$ cat src/mfos_pkg.sv
// ----------------------------------------------------------------------------
// mfos_pkg: shared types and constants
// Request and status codes, field widths and the statistics bundle passed
// from the controller to the top level.
// ----------------------------------------------------------------------------
`default_nettype none

package mfos_pkg;

    localparam int FILL_W  = 7;   // fill, peak and queue size width
    localparam int COUNT_W = 32;  // overflow counter width
    localparam int WORD_W  = 64;  // message word on the stream ports
    localparam int SIZE_MAX = (1 << FILL_W) - 1;

    typedef logic [1:0] req_t;
    localparam req_t REQ_ENQUEUE = 2'd0;
    localparam req_t REQ_DEQUEUE = 2'd1;
    localparam req_t REQ_CLEAR   = 2'd2;
    localparam req_t REQ_NOP     = 2'd3;

    typedef logic [1:0] status_t;
    localparam status_t ST_OK       = 2'd0;
    localparam status_t ST_FULL     = 2'd1;
    localparam status_t ST_EMPTY    = 2'd2;
    localparam status_t ST_DISABLED = 2'd3;

    // configuration register indexes
    typedef logic cfg_idx_t;
    localparam cfg_idx_t CFG_QUEUE_SIZE  = 1'b0;
    localparam cfg_idx_t CFG_ENQ_ENABLE  = 1'b1;

    localparam logic [FILL_W-1:0] QUEUE_SIZE_RESET = 7'd64;

    // post-request statistics from the controller
    typedef struct packed {
        status_t              status;
        logic                 deq_ok;
        logic [FILL_W-1:0]    fill;
        logic [FILL_W-1:0]    peak;
        logic                 ovf_mark;
        logic [COUNT_W-1:0]   ovf_count;
        logic                 is_empty;
        logic                 is_full;
    } stat_t;

endpackage

`default_nettype wire

$ cat src/mfos_ctrl.sv
// ----------------------------------------------------------------------------
// mfos_ctrl: queue pointers, counters and request decode
// Updates pointers, fill, high-water and overflow statistics on each
// request and drives the memory access.
// ----------------------------------------------------------------------------
`default_nettype none

module mfos_ctrl
    import mfos_pkg::*;
#(
    parameter int DEPTH     = 64,
    parameter int ELEM_BITS = 64
) (
    input  wire logic                       aclk,
    input  wire logic                       aresetn,
    input  wire logic                       req_fire,
    input  wire req_t                       req_type,
    input  wire logic [WORD_W-1:0]          write_data,
    input  wire logic [FILL_W-1:0]          queue_size,
    input  wire logic                       enqueue_enable,
    output logic                            mem_we,
    output logic                            mem_re,
    output logic [$clog2(DEPTH)-1:0]        mem_addr,
    output logic [ELEM_BITS-1:0]            mem_wdata,
    output stat_t                           stat
);

    localparam int PTR_W     = $clog2(DEPTH);
    localparam int CMP_W     = (PTR_W + 1 > FILL_W) ? PTR_W + 1 : FILL_W;
    localparam int DEPTH_CAP = (DEPTH > SIZE_MAX) ? SIZE_MAX : DEPTH;

    logic [PTR_W-1:0]   read_pos_reg,  read_pos_next;
    logic [PTR_W-1:0]   write_pos_reg, write_pos_next;
    logic [FILL_W-1:0]  fill_reg,      fill_next;
    logic [FILL_W-1:0]  peak_reg,      peak_next;
    logic               ovf_mark_reg,  ovf_mark_next;
    logic [COUNT_W-1:0] ovf_count_reg, ovf_count_next;
    status_t            status_reg,    status_next;
    logic               deq_ok_reg,    deq_ok_next;
    logic [FILL_W-1:0]  size_eff;
    logic [FILL_W-1:0]  fill_inc;

    // next ring position, wrapping at the effective size
    function automatic logic [PTR_W-1:0] advance(input logic [PTR_W-1:0]  pos,
                                                 input logic [FILL_W-1:0] size);
        logic [CMP_W-1:0] n;
        begin
            n = CMP_W'(pos) + CMP_W'(1);
            return (n >= CMP_W'(size)) ? '0 : n[PTR_W-1:0];
        end
    endfunction

    always_comb begin
        if (queue_size == '0) begin
            size_eff = FILL_W'(1);
        end else if (32'(queue_size) > 32'(DEPTH_CAP)) begin
            size_eff = FILL_W'(DEPTH_CAP);
        end else begin
            size_eff = queue_size;
        end
    end

    assign fill_inc = fill_reg + FILL_W'(1);

    always_comb begin
        read_pos_next  = read_pos_reg;
        write_pos_next = write_pos_reg;
        fill_next      = fill_reg;
        peak_next      = peak_reg;
        ovf_mark_next  = ovf_mark_reg;
        ovf_count_next = ovf_count_reg;
        status_next    = status_reg;
        deq_ok_next    = deq_ok_reg;
        mem_we         = 1'b0;
        mem_re         = 1'b0;
        mem_addr       = write_pos_reg;
        mem_wdata      = write_data[ELEM_BITS-1:0];

        if (req_fire) begin
            status_next = ST_OK;
            deq_ok_next = 1'b0;
            unique case (req_type)
                REQ_ENQUEUE: begin
                    if (!enqueue_enable) begin
                        status_next = ST_DISABLED;
                    end else if (fill_reg >= size_eff) begin
                        status_next   = ST_FULL;
                        ovf_mark_next = 1'b1;
                        if (ovf_count_reg != '1) begin
                            ovf_count_next = ovf_count_reg + COUNT_W'(1);
                        end
                    end else begin
                        // empty queue restarts reading at the write pointer
                        if (fill_reg == '0) begin
                            read_pos_next = write_pos_reg;
                        end
                        mem_we         = 1'b1;
                        write_pos_next = advance(write_pos_reg, size_eff);
                        fill_next      = fill_inc;
                        if (peak_reg < fill_inc) begin
                            peak_next = fill_inc;
                        end
                    end
                end
                REQ_DEQUEUE: begin
                    if (fill_reg == '0) begin
                        status_next = ST_EMPTY;
                    end else begin
                        mem_re        = 1'b1;
                        mem_addr      = read_pos_reg;
                        deq_ok_next   = 1'b1;
                        read_pos_next = advance(read_pos_reg, size_eff);
                        fill_next     = fill_reg - FILL_W'(1);
                    end
                end
                REQ_CLEAR: begin
                    read_pos_next  = '0;
                    write_pos_next = '0;
                    fill_next      = '0;
                    peak_next      = '0;
                    ovf_mark_next  = 1'b0;
                    ovf_count_next = '0;
                end
                REQ_NOP: begin
                end
                default: begin
                end
            endcase
        end
    end

    always_ff @(posedge aclk) begin
        if (!aresetn) begin
            read_pos_reg  <= '0;
            write_pos_reg <= '0;
            fill_reg      <= '0;
            peak_reg      <= '0;
            ovf_mark_reg  <= 1'b0;
            ovf_count_reg <= '0;
            status_reg    <= ST_OK;
            deq_ok_reg    <= 1'b0;
        end else begin
            read_pos_reg  <= read_pos_next;
            write_pos_reg <= write_pos_next;
            fill_reg      <= fill_next;
            peak_reg      <= peak_next;
            ovf_mark_reg  <= ovf_mark_next;
            ovf_count_reg <= ovf_count_next;
            status_reg    <= status_next;
            deq_ok_reg    <= deq_ok_next;
        end
    end

    // registers hold the post-request values in the cycle after the request
    always_comb begin
        stat.status    = status_reg;
        stat.deq_ok    = deq_ok_reg;
        stat.fill      = fill_reg;
        stat.peak      = peak_reg;
        stat.ovf_mark  = ovf_mark_reg;
        stat.ovf_count = ovf_count_reg;
        stat.is_empty  = (fill_reg == '0);
        stat.is_full   = (fill_reg >= size_eff);
    end

endmodule

`default_nettype wire

$ cat config.mk
export PLATFORM = sky130hd
export DESIGN_NAME = mfos_ctrl
export DESIGN_NICKNAME = d
export VERILOG_FILES = /design/src/mfos_pkg.sv /design/src/mfos_ctrl.sv
export SDC_FILE = /design/constraint.sdc
export NUM_CORES = 1
export LEC_CHECK = 0
export ABC_AREA = 1
export BUFFER_PORTS_ARGS = -buffer_cell sky130_fd_sc_hd__buf_2
export CORE_UTILIZATION = 45
export DETAILED_ROUTE_END_ITERATION = 10
export MAX_ROUTING_LAYER = met4
export PLACE_DENSITY = 0.73
export SLEW_MARGIN = 10
export SYNTH_ARGS = -nofsm -noshare
export SYNTH_HDL_FRONTEND = slang
export SYNTH_SLANG_ARGS = --single-unit
$ cat constraint.sdc
create_clock -name aclk -period 2.65 [get_ports aclk]
set_input_delay 0.1325 -clock aclk [delete_from_list [all_inputs] [get_ports aclk]]
set_output_delay 0.1325 -clock aclk [all_outputs]
set_load 0.01 [all_outputs]
After elaboration in Yosys (flattened, before gate mapping)
Cells that the tools add are included.
{"block": "word_totals", "reg_bits": 62, "in_bits": 77, "out_inout_bits": 124, "elab_cells": 77}
{"block": "op_classes", "add_sub_neg": 5, "magnitude_cmp": 5, "eq_ne": 9, "muxes": 40, "reduce_logical": 10}
{"operator": "two-way mux 32 bit", "count": 3}
{"operator": "one-hot mux 32 bit (2 select lines)", "count": 1}
{"operator": "two-way mux 6 bit", "count": 10}
{"operator": "two-way mux 7 bit", "count": 8}
{"operator": "adder 32 x 1 -> 32 bit (second input constant)", "count": 1}
{"operator": "!= test 32 bit (second input constant)", "count": 1}
{"operator": "greater-or-equal comparator 7 bit", "count": 3}
{"operator": "one-hot mux 7 bit (3 select lines)", "count": 1}
{"operator": "one-hot mux 6 bit (3 select lines)", "count": 1}
{"operator": "AND reduction 5 bit", "count": 3}
{"operator": "adder 6 x 1 -> 7 bit (second input constant)", "count": 2}
{"operator": "logical NOT 7 bit", "count": 2}
{"operator": "one-hot mux 7 bit (2 select lines)", "count": 1}
{"operator": "!= test 2 bit (second input constant)", "count": 6}
{"operator": "one-hot mux 6 bit (2 select lines)", "count": 1}
{"operator": "two-way mux 1 bit", "count": 10}
{"operator": "AND reduction 4 bit", "count": 2}
{"operator": "adder 7 x 1 -> 7 bit (second input constant)", "count": 1}
{"operator": "> comparator 7 bit (second input constant)", "count": 1}
{"operator": "< comparator 7 bit", "count": 1}
{"operator": "subtractor 7 x 1 -> 7 bit (second input constant)", "count": 1}
{"operator": "two-way mux 2 bit", "count": 2}
{"operator": "one-hot mux 2 bit (2 select lines)", "count": 1}
{"operator": "nonzero test 3 bit", "count": 1}
{"operator": "5 further kinds", "count": 5}

Depth between registers and ports, before layout
Gate-level depths: netlist of the first run.
{"block": "depth", "depth_word": 8, "mapped_depth": 19, "ltp_nobuf": 18}

Least setup slack after synthesis of the first run
Ideal clock, no wire load.
{"block": "synth_path", "path_type": "reg2reg", "startpoint": "reg fill_reg[0]", "endpoint": "reg peak_reg[1]", "setup_ps": 113, "arrival_time_ps": 2162, "path_slack_ps": 375, "stages_incl_launch_ff": 14, "path_buffers": 1, "path_cell_list": "dfxtp_1 -> ha_1 -> nand4_1 -> nor2_1 -> xor2_1 -> ha_1 -> a21oi_1 -> o21a_1 -> nand2_1 -> nand2_1 -> nand3_1 -> buf_2 -> nor2_1 -> nor2_1"}
{"block": "synth_between", "elab_chain_cells": 5, "elab_cells_between_ends": 10}
{"element": "start, declared", "line": "mfos_ctrl.sv:34", "text": "logic [FILL_W-1:0] fill_reg, fill_next;"}
{"element": "start signal, assigned", "line": "mfos_ctrl.sv:145", "text": "fill_reg <= fill_next;"}
{"element": "branches (longest 5 deep; another with adder 7 x 1 -> 7 bit)"}
{"element": "end signal, assigned", "line": "mfos_ctrl.sv:146", "text": "peak_reg <= peak_next;"}
{"element": "end, declared", "line": "mfos_ctrl.sv:35", "text": "logic [FILL_W-1:0] peak_reg, peak_next;"}
Several ways; the timed one is not identified. The select of a mux whose other input is x is not followed.
A chain may end at the register's enable or synchronous reset.

Worst setup path after layout of the first run
{"block": "layout_path", "startpoint": "reg fill_reg[0]", "endpoint": "reg peak_reg[0]"}
The elaborated chain is that of the path after synthesis.

==> results by group, run 1 <==
Finish
  • Nets@finish: between 1000 and 1500
  • Largest register FFs: 32
  • Layout cell share with drive strength beyond 1: 16.22%
  • Most frequent cells in the layout: 269 x nand2_1, 130 x nor2_1, 103 x inv_1
  • Most common cell after layout, fill and taps aside: nand2_1
  • Ant diodes: 0
  • Area Overhead vs Synth: 5.939%

Clock tree
  • Root Buffer: clkbuf_16
  • Later-pin clock latency in the skew report: between 0.3 and 0.4 ns
  • CTS tree: built
  • Cts-stage hold buffer count: 0
  • CTS HTree Levels: 3
  • Post_cts resized: 0
  • Max clock buf depth: 2
  • Num CTS Buffers: 9
  • Clk slew on worst S/H paths: 0.06 ns
  • Setup bufs post-CTS: 0
  • Sink Count: 62

Critical path
  • CP Cell Sequence: ha_1 > nand4_1 > nor2_1 > xor2_1 > ha_1 > a21oi_1 > o21a_1 > nand2_1 > nand2_1 > nand3_1 > buf_4 > nand2_1 > nand2_1 > nor2_1
  • RR Startpoint: fill_reg[0]$_SDFFE_PN0P_
  • Data arrival, critical path: 2.66 ns
  • CP endpoint kind: register
  • Slowest stage cell, crit path: dfxtp_1
  • CP delay by family, top: simple AND/OR/NAND/NOR gates
  • Crit start category: register
  • CP peak stage delay: approximately 0.38 ns
  • Maximum fanout along the worst path: 13
  • Critical path depth: 14
  • WP data required: 2.91 ns
  • Most frequent CP cell: nand2_1
  • Critical Path End: peak_reg[0]$_SDFFE_PN0P_
  • Crit Path Class: register to register
  • Worst path bufs/invs: 1
  • R2R depth: 14
  • Critical path launch point: fill_reg[0]$_SDFFE_PN0P_
  • R2r endpoint: peak_reg[0]$_SDFFE_PN0P_
  • Register-to-Register Setup Slack: 0.26 ns

Pwr
  • PwrDens: 488.7 nW/um^2
  • Max VDD drop: 0.2252 mV
  • P_leak: 3.066 nW

Die
  • Core area: between 10000 and 15000 um^2
  • Row count: 40
  • Io pins: approximately 200
  • Die Ht: around 120 um
  • Die area: roughly 13000 um^2
  • Chip width: 115.1 um
  • Effective utilization at floorplan: 47.10%

Timing
  • Worst-margin pin slew: 0.9522 ns
  • Final slew viol count: 0
  • Unrepaired setup endpoints after global routing: false
  • Final TNS setup: 0 ns
  • Worst rel slew slack: 36.45%
  • # setup viols final: 0
  • Fmax: 0.4176 GHz
  • Final Hold Fails: 0
  • Final period util: 90.37%
  • Fin crit period: 2.395 ns
  • Tightest hold margin: about 0.14 ns
  • Skew final: 0.006452 ns

Drt
  • Via/cell ratio: 4.979
  • DRC viols: 0
  • Routed Antenna Nets: 0
  • DR pass1 iterations: 5
  • Vias: around 5500
  • Wire per inst: between 10 and 15 um
  • Final wirelength: 14130 um
  • DRT iter0 DRCs: 424

Placement
  • I/O Buffers: 72
  • DP Wirelength: 10680 um
  • Routability congestion estimate: 0.8816

Global routing
  • Global Route Usage Sum: 22.78%
  • GR Overflow Total: 0
  • Initial antenna violation count: 0
  • Global-route wire length before repair: 23160 um
  • Vias in the first global route: 4744
  • Largest net degree at the start of global routing: 43

Logic synthesis
  • Syn Nets: roughly 1000
  • Top-area cell type share of the netlist area: 21.58%
  • Yosys warning count: 0
  • Synth cell types: 40
  • Area leader, netlist: dfxtp_1
  • Mapped cell area: 5752 um^2
  • Post-Synth Adder-Cell Area: 8.049%
  • Synth Register Bits: 62
  • Synth top area cells: dfxtp_1 22%, nand2_1 18%, buf_4 9.3%
  • Post-synth ARST share: 0%
  • Compound-Gate Fraction of Synth Area: about 7.7%
  • Synth Instances: roughly 900
  • EDFF count, synth: 0
  • Sequential share of the synthesized area: 21.58%
  • Post-synthesis mux area share: 0%
  • Synthesized area per cell: 6.225 um^2
  • Most frequently used flop master after synthesis: dfxtp_1
  • Main combinational cell family by area after synthesis: simple AND/OR/NAND/NOR gates
  • XOR/XNOR share of the synthesized area: approximately 1.5%
  • Synth Area in Simple Gates: 42.07%

Job
  • Max_cap viols: 0

Run status
  • Status: complete, no violations

Min path
  • Hold Crit Class: input port to register
[worst register-to-register path: stages, from the launching register on]
cell and delay (ns):
dfxtp_1 0.38, ha_1 0.23, nand4_1 0.16, nor2_1 0.15
xor2_1 0.22, ha_1 0.28, a21oi_1 0.15, o21a_1 0.14
nand2_1 0.07, nand2_1 0.09, nand3_1 0.07, buf_4 0.19
nand2_1 0.07, nand2_1 0.04, nor2_1 0.09
[final cells by class]
class	instances	area, um^2
tap	168	210.2
sequential	62	1241
multi-input combinational	662	3411
clock buffer	12	246.5
timing repair buffer	91	515.5
inverter	106	399.1
fill	1265	6118
clock inverter	4	70.07
[synth_stat cells, drive strengths merged (3+ instances only)]
cell    count
or2         3
o21ai      18
dfxtp      62
o21a        3
nand3b      4
inv       104
nand3      82
ha         37
nand2     276
nor2      144
nand4      19
o211ai      5
a21oi      39
o22ai       8
nor3        9
buf        83
clkbuf     10
xor2        8
[cells by family (layout without fill, tap and decap cells)]
family | count (synthesis) | after routing
DFF | 62 | 62
buffers and inverters | 200 | 213
AOI/OAI and AO/OA | 75 | 75
xor gates and xnor gates | 10 | 10
adders and majority gates | 37 | 37
and+or+nand+nor | 540 | 540
[how the worst min path moves through the flow]
stage | slack (ns) | end | depth (start not counted) | start
finish | 0.14 | status_reg[0]$_SDFFE_PN0P_ | 3 | req_fire
CTS | 0.13 | status_reg[0]$_SDFFE_PN0P_ | 3 | req_fire
detailed placement | 0.27 | mem_wdata[11] | 0 | write_data[11]
floorplan | 0.31 | deq_ok_reg$_SDFFE_PN0P_ | 3 | req_fire
global placement | 0.27 | mem_wdata[11] | 0 | write_data[11]
global route | 0.18 | status_reg[1]$_SDFFE_PN0P_ | 3 | req_fire
[layer usage]
metal / wire, um / vias up / global-route usage (%)
met5: 0 / - / -
met4: 220 / 0 / 8.571
met3: 876 / 27 / 3.690
met2: 6106 / 150 / 33.53
met1: 6923 / 2447 / 31.10
li1: - / 2878 / -
[report_power, final]
part	internal, mW	total [mW]	switching (mW)	leakage (nW)
sequential	0.980	1.04	0.0559	0.505
clock	0.846	1.28	0.432	0.157
combinational	0.246	0.664	0.418	2.40
total	2.07	2.98	0.905	3.07
[per-stage QoR]
step	area [um^2]	power [mW]	utilization (%)	instances	setup WS [ns]
after floorplan	5752	1.625	-	924	0.3748
after global placement	5777	1.706	47.31	1089	0.1805
after detailed placement	5777	1.714	47.31	1089	0.1422
after CTS	6093	3.000	49.90	1105	0.2754
after global routing	6093	3.142	49.90	1105	0.01536
final	6093	2.978	49.90	1105	0.2551
Note: power is estimated with default switching activity, not from simulation.
==> inputs of run 2 (changes only) <==
==> constraint.sdc (replaced) <==
create_clock -name aclk -period 2.9 [get_ports aclk]
set_input_delay 0.58 -clock aclk [delete_from_list [all_inputs] [get_ports aclk]]
set_output_delay 0.58 -clock aclk [all_outputs]
set_load 0.01 [all_outputs]
==> results by group, run 2 (synthesis gave the netlist of run 1 again) <==
Run status
  • Status: complete, no violations

Timing
  • Final slew viol count: 0
  • Worst rel slew slack: 37.98%
  • Skew final: 0.007364 ns
  • Worst-margin pin slew: 0.9292 ns
  • Final period util: 97.04%
  • Final WS setup: 0.08576 ns
  • Final Hold Fails: 0
  • Fin crit period: roughly 2.8 ns
  • Fmax: 0.3553 GHz
  • # setup viols final: 0
  • Unrepaired setup endpoints after global routing: true

Finish
  • Ant diodes: 0
  • Area Overhead vs Synth: 10.16%
  • Largest register FFs: 32
  • Core Util, Final: about half
  • Most frequent cells in the layout: 264 x nand2_1, 130 x nor2_1, 103 x inv_1
  • Most common cell after layout, fill and taps aside: nand2_1
  • Post-Layout Cell Count: 1121
  • Nets@finish: 1062
  • Final non-filler cell area: 6336 um^2
  • Layout cell share with drive strength beyond 1: 18.89%

Placement
  • Post-DP Area: 5894 um^2
  • DP Worst Slack: -0.04433 ns
  • Placed cell count: ~1100
  • Routability congestion estimate: 0.8926
  • I/O Buffers: 72
  • DP Wirelength: 11010 um

Pwr
  • Final Power: 2.829 mW
  • P_leak: 3.162 nW
  • Max VDD drop: 0.2302 mV
  • PwrDens: 446.4 nW/um^2

Drt
  • DRT iter0 DRCs: 424
  • DR pass1 iterations: 5
  • Vias: 5608
  • Wire per inst: 13.02 um
  • Final wirelength: 14590 um
  • Via/cell ratio: 5.003
  • DRC viols: 0
  • Routed Antenna Nets: 0

Critical path
  • Crit start category: input port
  • Crit Path Class: input port to output port
  • Register-to-Register Setup Slack: 0.54 ns
  • RR Startpoint: fill_reg[0]$_SDFFE_PN0P_
  • CP peak stage delay: about 0.27 ns
  • Data arrival, critical path: roughly 2.2 ns
  • Worst path bufs/invs: 3
  • R2r endpoint: peak_reg[5]$_SDFFE_PN0P_
  • Slowest stage cell, crit path: nor4_4
  • Maximum fanout along the worst path: 6
  • CP endpoint kind: output port
  • CP delay by family, top: simple AND/OR/NAND/NOR gates
  • WP data required: 2.32 ns
  • R2R depth: 14
  • CP Cell Sequence: buf_8 > nor4_4 > nand2_2 > nand2_4 > nand2_2 > o21ai_2 > ha_1 > inv_1 > nand2_1 > nand2_1 > nand2_1 > nand2_2 > nand3_2 > nor3_2 > buf_2

Global routing
  • Global Route Usage Sum: 23.71%
  • GR Overflow Total: 0
  • Global-route wire length before repair: 24360 um
  • Vias in the first global route: between 5000 and 6000
  • Initial antenna violation count: 0
  • Largest net degree at the start of global routing: 43

Clock tree
  • Sink Count: just over 60
  • Max clock buf depth: 2
  • CTS HTree Levels: 3
  • Clk slew on worst S/H paths: 0.05 ns
  • Root Buffer: clkbuf_16
  • CTS tree: built
  • Later-pin clock latency in the skew report: ~0.33 ns
  • Cts-stage hold buffer count: 0
  • Num CTS Buffers: 9

Die
  • Chip width: 115.1 um
  • Die area: 13240 um^2
  • Io pins: 201
  • Effective utilization at floorplan: 47.10%
  • Die Ht: 115.1 um
  • Core area: 12210 um^2
  • Row count: 40

Min path
  • Hold Crit Class: register to register
  • Hold Path Sink: deq_ok_reg$_SDFFE_PN0P_
  • Hold Startpoint: deq_ok_reg$_SDFFE_PN0P_
  • Hold Path Stages: 2

Job
  • Max_cap viols: 0
==> run 2: changes by cell type in the layout (fill, tap and decap cells not counted), sizes merged <==
cell	delta
buf	+16
bufinv	+1
clkinv	-1
==> run 2: how the worst max path moves through the flow <==
| stage | start | endpoint | slack [ns] | cells after the start |
|---|---|---|---|---|
| after global routing | queue_size[5] | mem_we | -0.08 | 15 |
| final | queue_size[5] | mem_we | 0.09 | 15 |
| after global placement | queue_size[2] | mem_we | 0.01 | 15 |
| after floorplan | queue_size[2] | mem_we | 0.23 | 13 |
| after CTS | queue_size[2] | mem_we | 0.01 | 15 |
| after detailed placement | queue_size[2] | mem_we | -0.04 | 12 |
==> run 2: per-layer routing <==
layer  global-route usage [%]  vias up  share of wire (%)
met5                        -        -                  0
met4                    10.39        0                2.7
met3                    3.268       37                5.4
met2                    34.82      148                 43
met1                    32.29     2516                 49
li1                         -     2907                  -
==> run 2: power breakdown <==
part | total (mW) | internal, mW | switching [mW]
registers | 0.947 | 0.896 | 0.0520
clock network | 1.23 | 0.839 | 0.389
logic | 0.653 | 0.251 | 0.402
total | 2.83 | 1.99 | 0.843
==> run 2: area by class of cell <==
class	instances	area (um^2)
sequential	62	1241
clock inverter	4	95.09
tap	168	210.2
timing repair buffer	107	664.4
inverter	106	399.1
clock buffer	12	236.5
fill	1281	5876
multi-input combinational	662	3490
==> run 2: timing repair <==
item                       in CTS  in global routing
gates cloned                    0                  0
pin swaps                       0                  9
setup endpoints to repair       1                  2
hold endpoints to repair        0                  0
gates resized for setup         2                 19
setup buffers                   0                  2
==> run 2: worst reg2reg max path: stages, from the launching register on <==
cell and delay [ns]:
dfxtp_1 0.37, ha_1 0.23, nand4_1 0.13, nor2_1 0.14, xor2_1 0.23, ha_1 0.28
a21oi_1 0.15, o21a_1 0.13, nand2_1 0.08, nand2_1 0.09, nand3_1 0.08, buf_4 0.19
nand2_1 0.07, nand2_1 0.04, nor2_1 0.09
==> run 2: stage by stage <==
step	hold slack [ns]	setup TNS, ns
finish	0.4785	0
global route	0.4986	-0.07672
CTS	0.4760	0
detailed placement	0.4674	-0.1026
global placement	0.4663	0
floorplan	0.4437	0
==> inputs of run 3 (changes only) <==
==> constraint.sdc (replaced) <==
create_clock -name aclk -period 3.3 [get_ports aclk]
set_input_delay 0.66 -clock aclk [delete_from_list [all_inputs] [get_ports aclk]]
set_output_delay 0.66 -clock aclk [all_outputs]
set_load 0.01 [all_outputs]
==> results by group, run 3 (synthesis gave the netlist of run 1 again) <==
Timing
  • Skew final: 0.005675 ns
  • Final slew viol count: 0
  • Fmax: 0.3291 GHz
  • Fin crit period: 3.039 ns
  • Final TNS setup: 0 ns
  • Unrepaired setup endpoints after global routing: false
  • Worst rel slew slack: between 30% and 40%
  • Final period util: roughly 92%
  • Worst-margin pin slew: 0.9832 ns
  • # setup viols final: 0
  • Final Hold Fails: 0

Pwr
  • P_leak: around 3 nW
  • Clock power frac: between 30% and 40%
  • Pint: 1.491 mW
  • Switching share of power: 32.26%
  • Max VDD drop: 0.2008 mV
  • Combinational power share: 23.7%
  • Share of power burned in registers: between 30% and 40%
  • Final Power: 2.202 mW
  • PwrDens: between 300 and 400 nW/um^2
  • NetSw: 0.7102 mW

Critical path
  • CP endpoint kind: output port
  • Crit start category: input port
  • Crit Path Class: input port to output port
  • WP data required: 2.64 ns
  • Data arrival, critical path: 2.38 ns
  • Register-to-Register Setup Slack: 0.61 ns
  • Maximum fanout along the worst path: 6

Finish
  • Most common cell after layout, fill and taps aside: nand2_1
  • Most frequent cells in the layout: 268 x nand2_1, 130 x nor2_1, 103 x inv_1
  • Area Overhead vs Synth: 3.720%
  • Largest register FFs: 32
  • Fillers: 1298
  • Layout cell share with drive strength beyond 1: 15.43%
  • Final non-filler cell area: 5966 um^2
  • Nets@finish: 1038

Global routing
  • Global-route wire length before repair: ~23000 um
  • Vias in the first global route: 4776
  • Largest net degree at the start of global routing: 43
  • GR Overflow Total: 0
  • Initial antenna violation count: 1
  • Global Route Usage Sum: between 20% and 30%

Drt
  • DRC viols: 0
  • DRT iter0 DRCs: 362
  • Routed Antenna Nets: 0
  • DR pass1 iterations: 5
  • Wire per inst: 12.80 um
  • Final wirelength: 14030 um
  • Vias: 5451
  • Via/cell ratio: just under 5

Clock tree
  • CTS HTree Levels: 3
  • Clk slew on worst S/H paths: ~0.05 ns
  • Setup bufs post-CTS: 0
  • Num CTS Buffers: 9
  • Sink Count: 62
  • Max clock buf depth: 2
  • Root Buffer: clkbuf_16
  • Later-pin clock latency in the skew report: around 0.33 ns
  • CTS tree: built

Die
  • Core area: 12210 um^2
  • Chip width: about 120 um
  • Row count: 40
  • Io pins: 201
  • Effective utilization at floorplan: 47.10%
  • Die area: 13240 um^2
  • Die Ht: approximately 120 um

Job
  • Max_cap viols: 0

Run status
  • Status: complete, no violations

Placement
  • Post-DP Area: 5704 um^2
  • DP Wirelength: 10520 um
  • Routability congestion estimate: 0.8704
  • I/O Buffers: 72

Min path
  • Hold Crit Class: register to register
-- run 3: changes by cell type in the layout (fill, tap and decap cells not counted), sizes merged --
| cell | previous run | this run |
|---|---|---|
| bufinv | 3 | 0 |
| clkinv | 3 | 4 |
| buf | 107 | 83 |
| diode | 0 | 1 |
-- run 3: power groups by stage --
stage | Combinational [mW] | Clock, mW | Sequential (mW)
after floorplan | 0.458 | 0 | 0.847
after global placement | 0.513 | 0 | 0.847
after detailed placement | 0.515 | 0 | 0.848
after CTS | 0.520 | 0.863 | 0.833
after global routing | 0.596 | 0.897 | 0.839
final | 0.521 | 0.846 | 0.834
-- run 3: layout make-up --
type	count	area [um^2]	area share (%)
diodes	1	2.502	0.04195
clock buffers	12	246.5	4.132
clock inverters	2	10.01	0.1678
inverters	106	399.1	6.690
multi-input cells	662	3413	57.21
flip-flops and latches	62	1241	20.81
well taps	168	210.2	3.523
repair buffers	83	442.9	7.425
-- run 3: critical path: stages --
cell,delay (ns)
buf_2,0.10
nor4_1,0.25
nand2_1,0.11
nand2_2,0.12
nand2_1,0.12
ha_1,0.29
nand2_1,0.08
inv_1,0.04
a21oi_1,0.19
nand3_1,0.13
nor3_1,0.14
buf_2,0.15
-- run 3: worst paths after layout --
check	from	end	cells after the start
max	queue_size[2]	mem_we	12
min	deq_ok_reg$_SDFFE_PN0P_	deq_ok_reg$_SDFFE_PN0P_	2
max reg2reg	fill_reg[2]$_SDFFE_PN0P_	peak_reg[6]$_SDFFE_PN0P_	11
min reg2reg	deq_ok_reg$_SDFFE_PN0P_	deq_ok_reg$_SDFFE_PN0P_	2
-- run 3: timing repair --
action	4_1_cts	5_1_grt
setup endpoints to repair	0	1
gates resized for setup	0	1
hold buffers	0	0
-- run 3: per-layer routing --
| layer | share of wire, % | global-route usage (%) |
|---|---|---|
| met5 | 0 | - |
| met4 | 1.9 | 8.745 |
| met3 | 6.3 | 4.006 |
| met2 | 42 | 33.01 |
| met1 | 49 | 31.50 |
-- run 3: per-stage QoR --
step | instances | util [%] | setup WS, ns | hold WS [ns]
after floorplan | 924 | - | 0.4657 | 0.4437
after global placement | 1081 | 46.71 | 0.2220 | 0.4878
after detailed placement | 1081 | 46.71 | 0.1709 | 0.5011
after CTS | 1095 | 48.81 | 0.2096 | 0.5092
after global routing | 1096 | 48.85 | 0.03752 | 0.5308
final | 1096 | 48.85 | 0.2610 | 0.5144
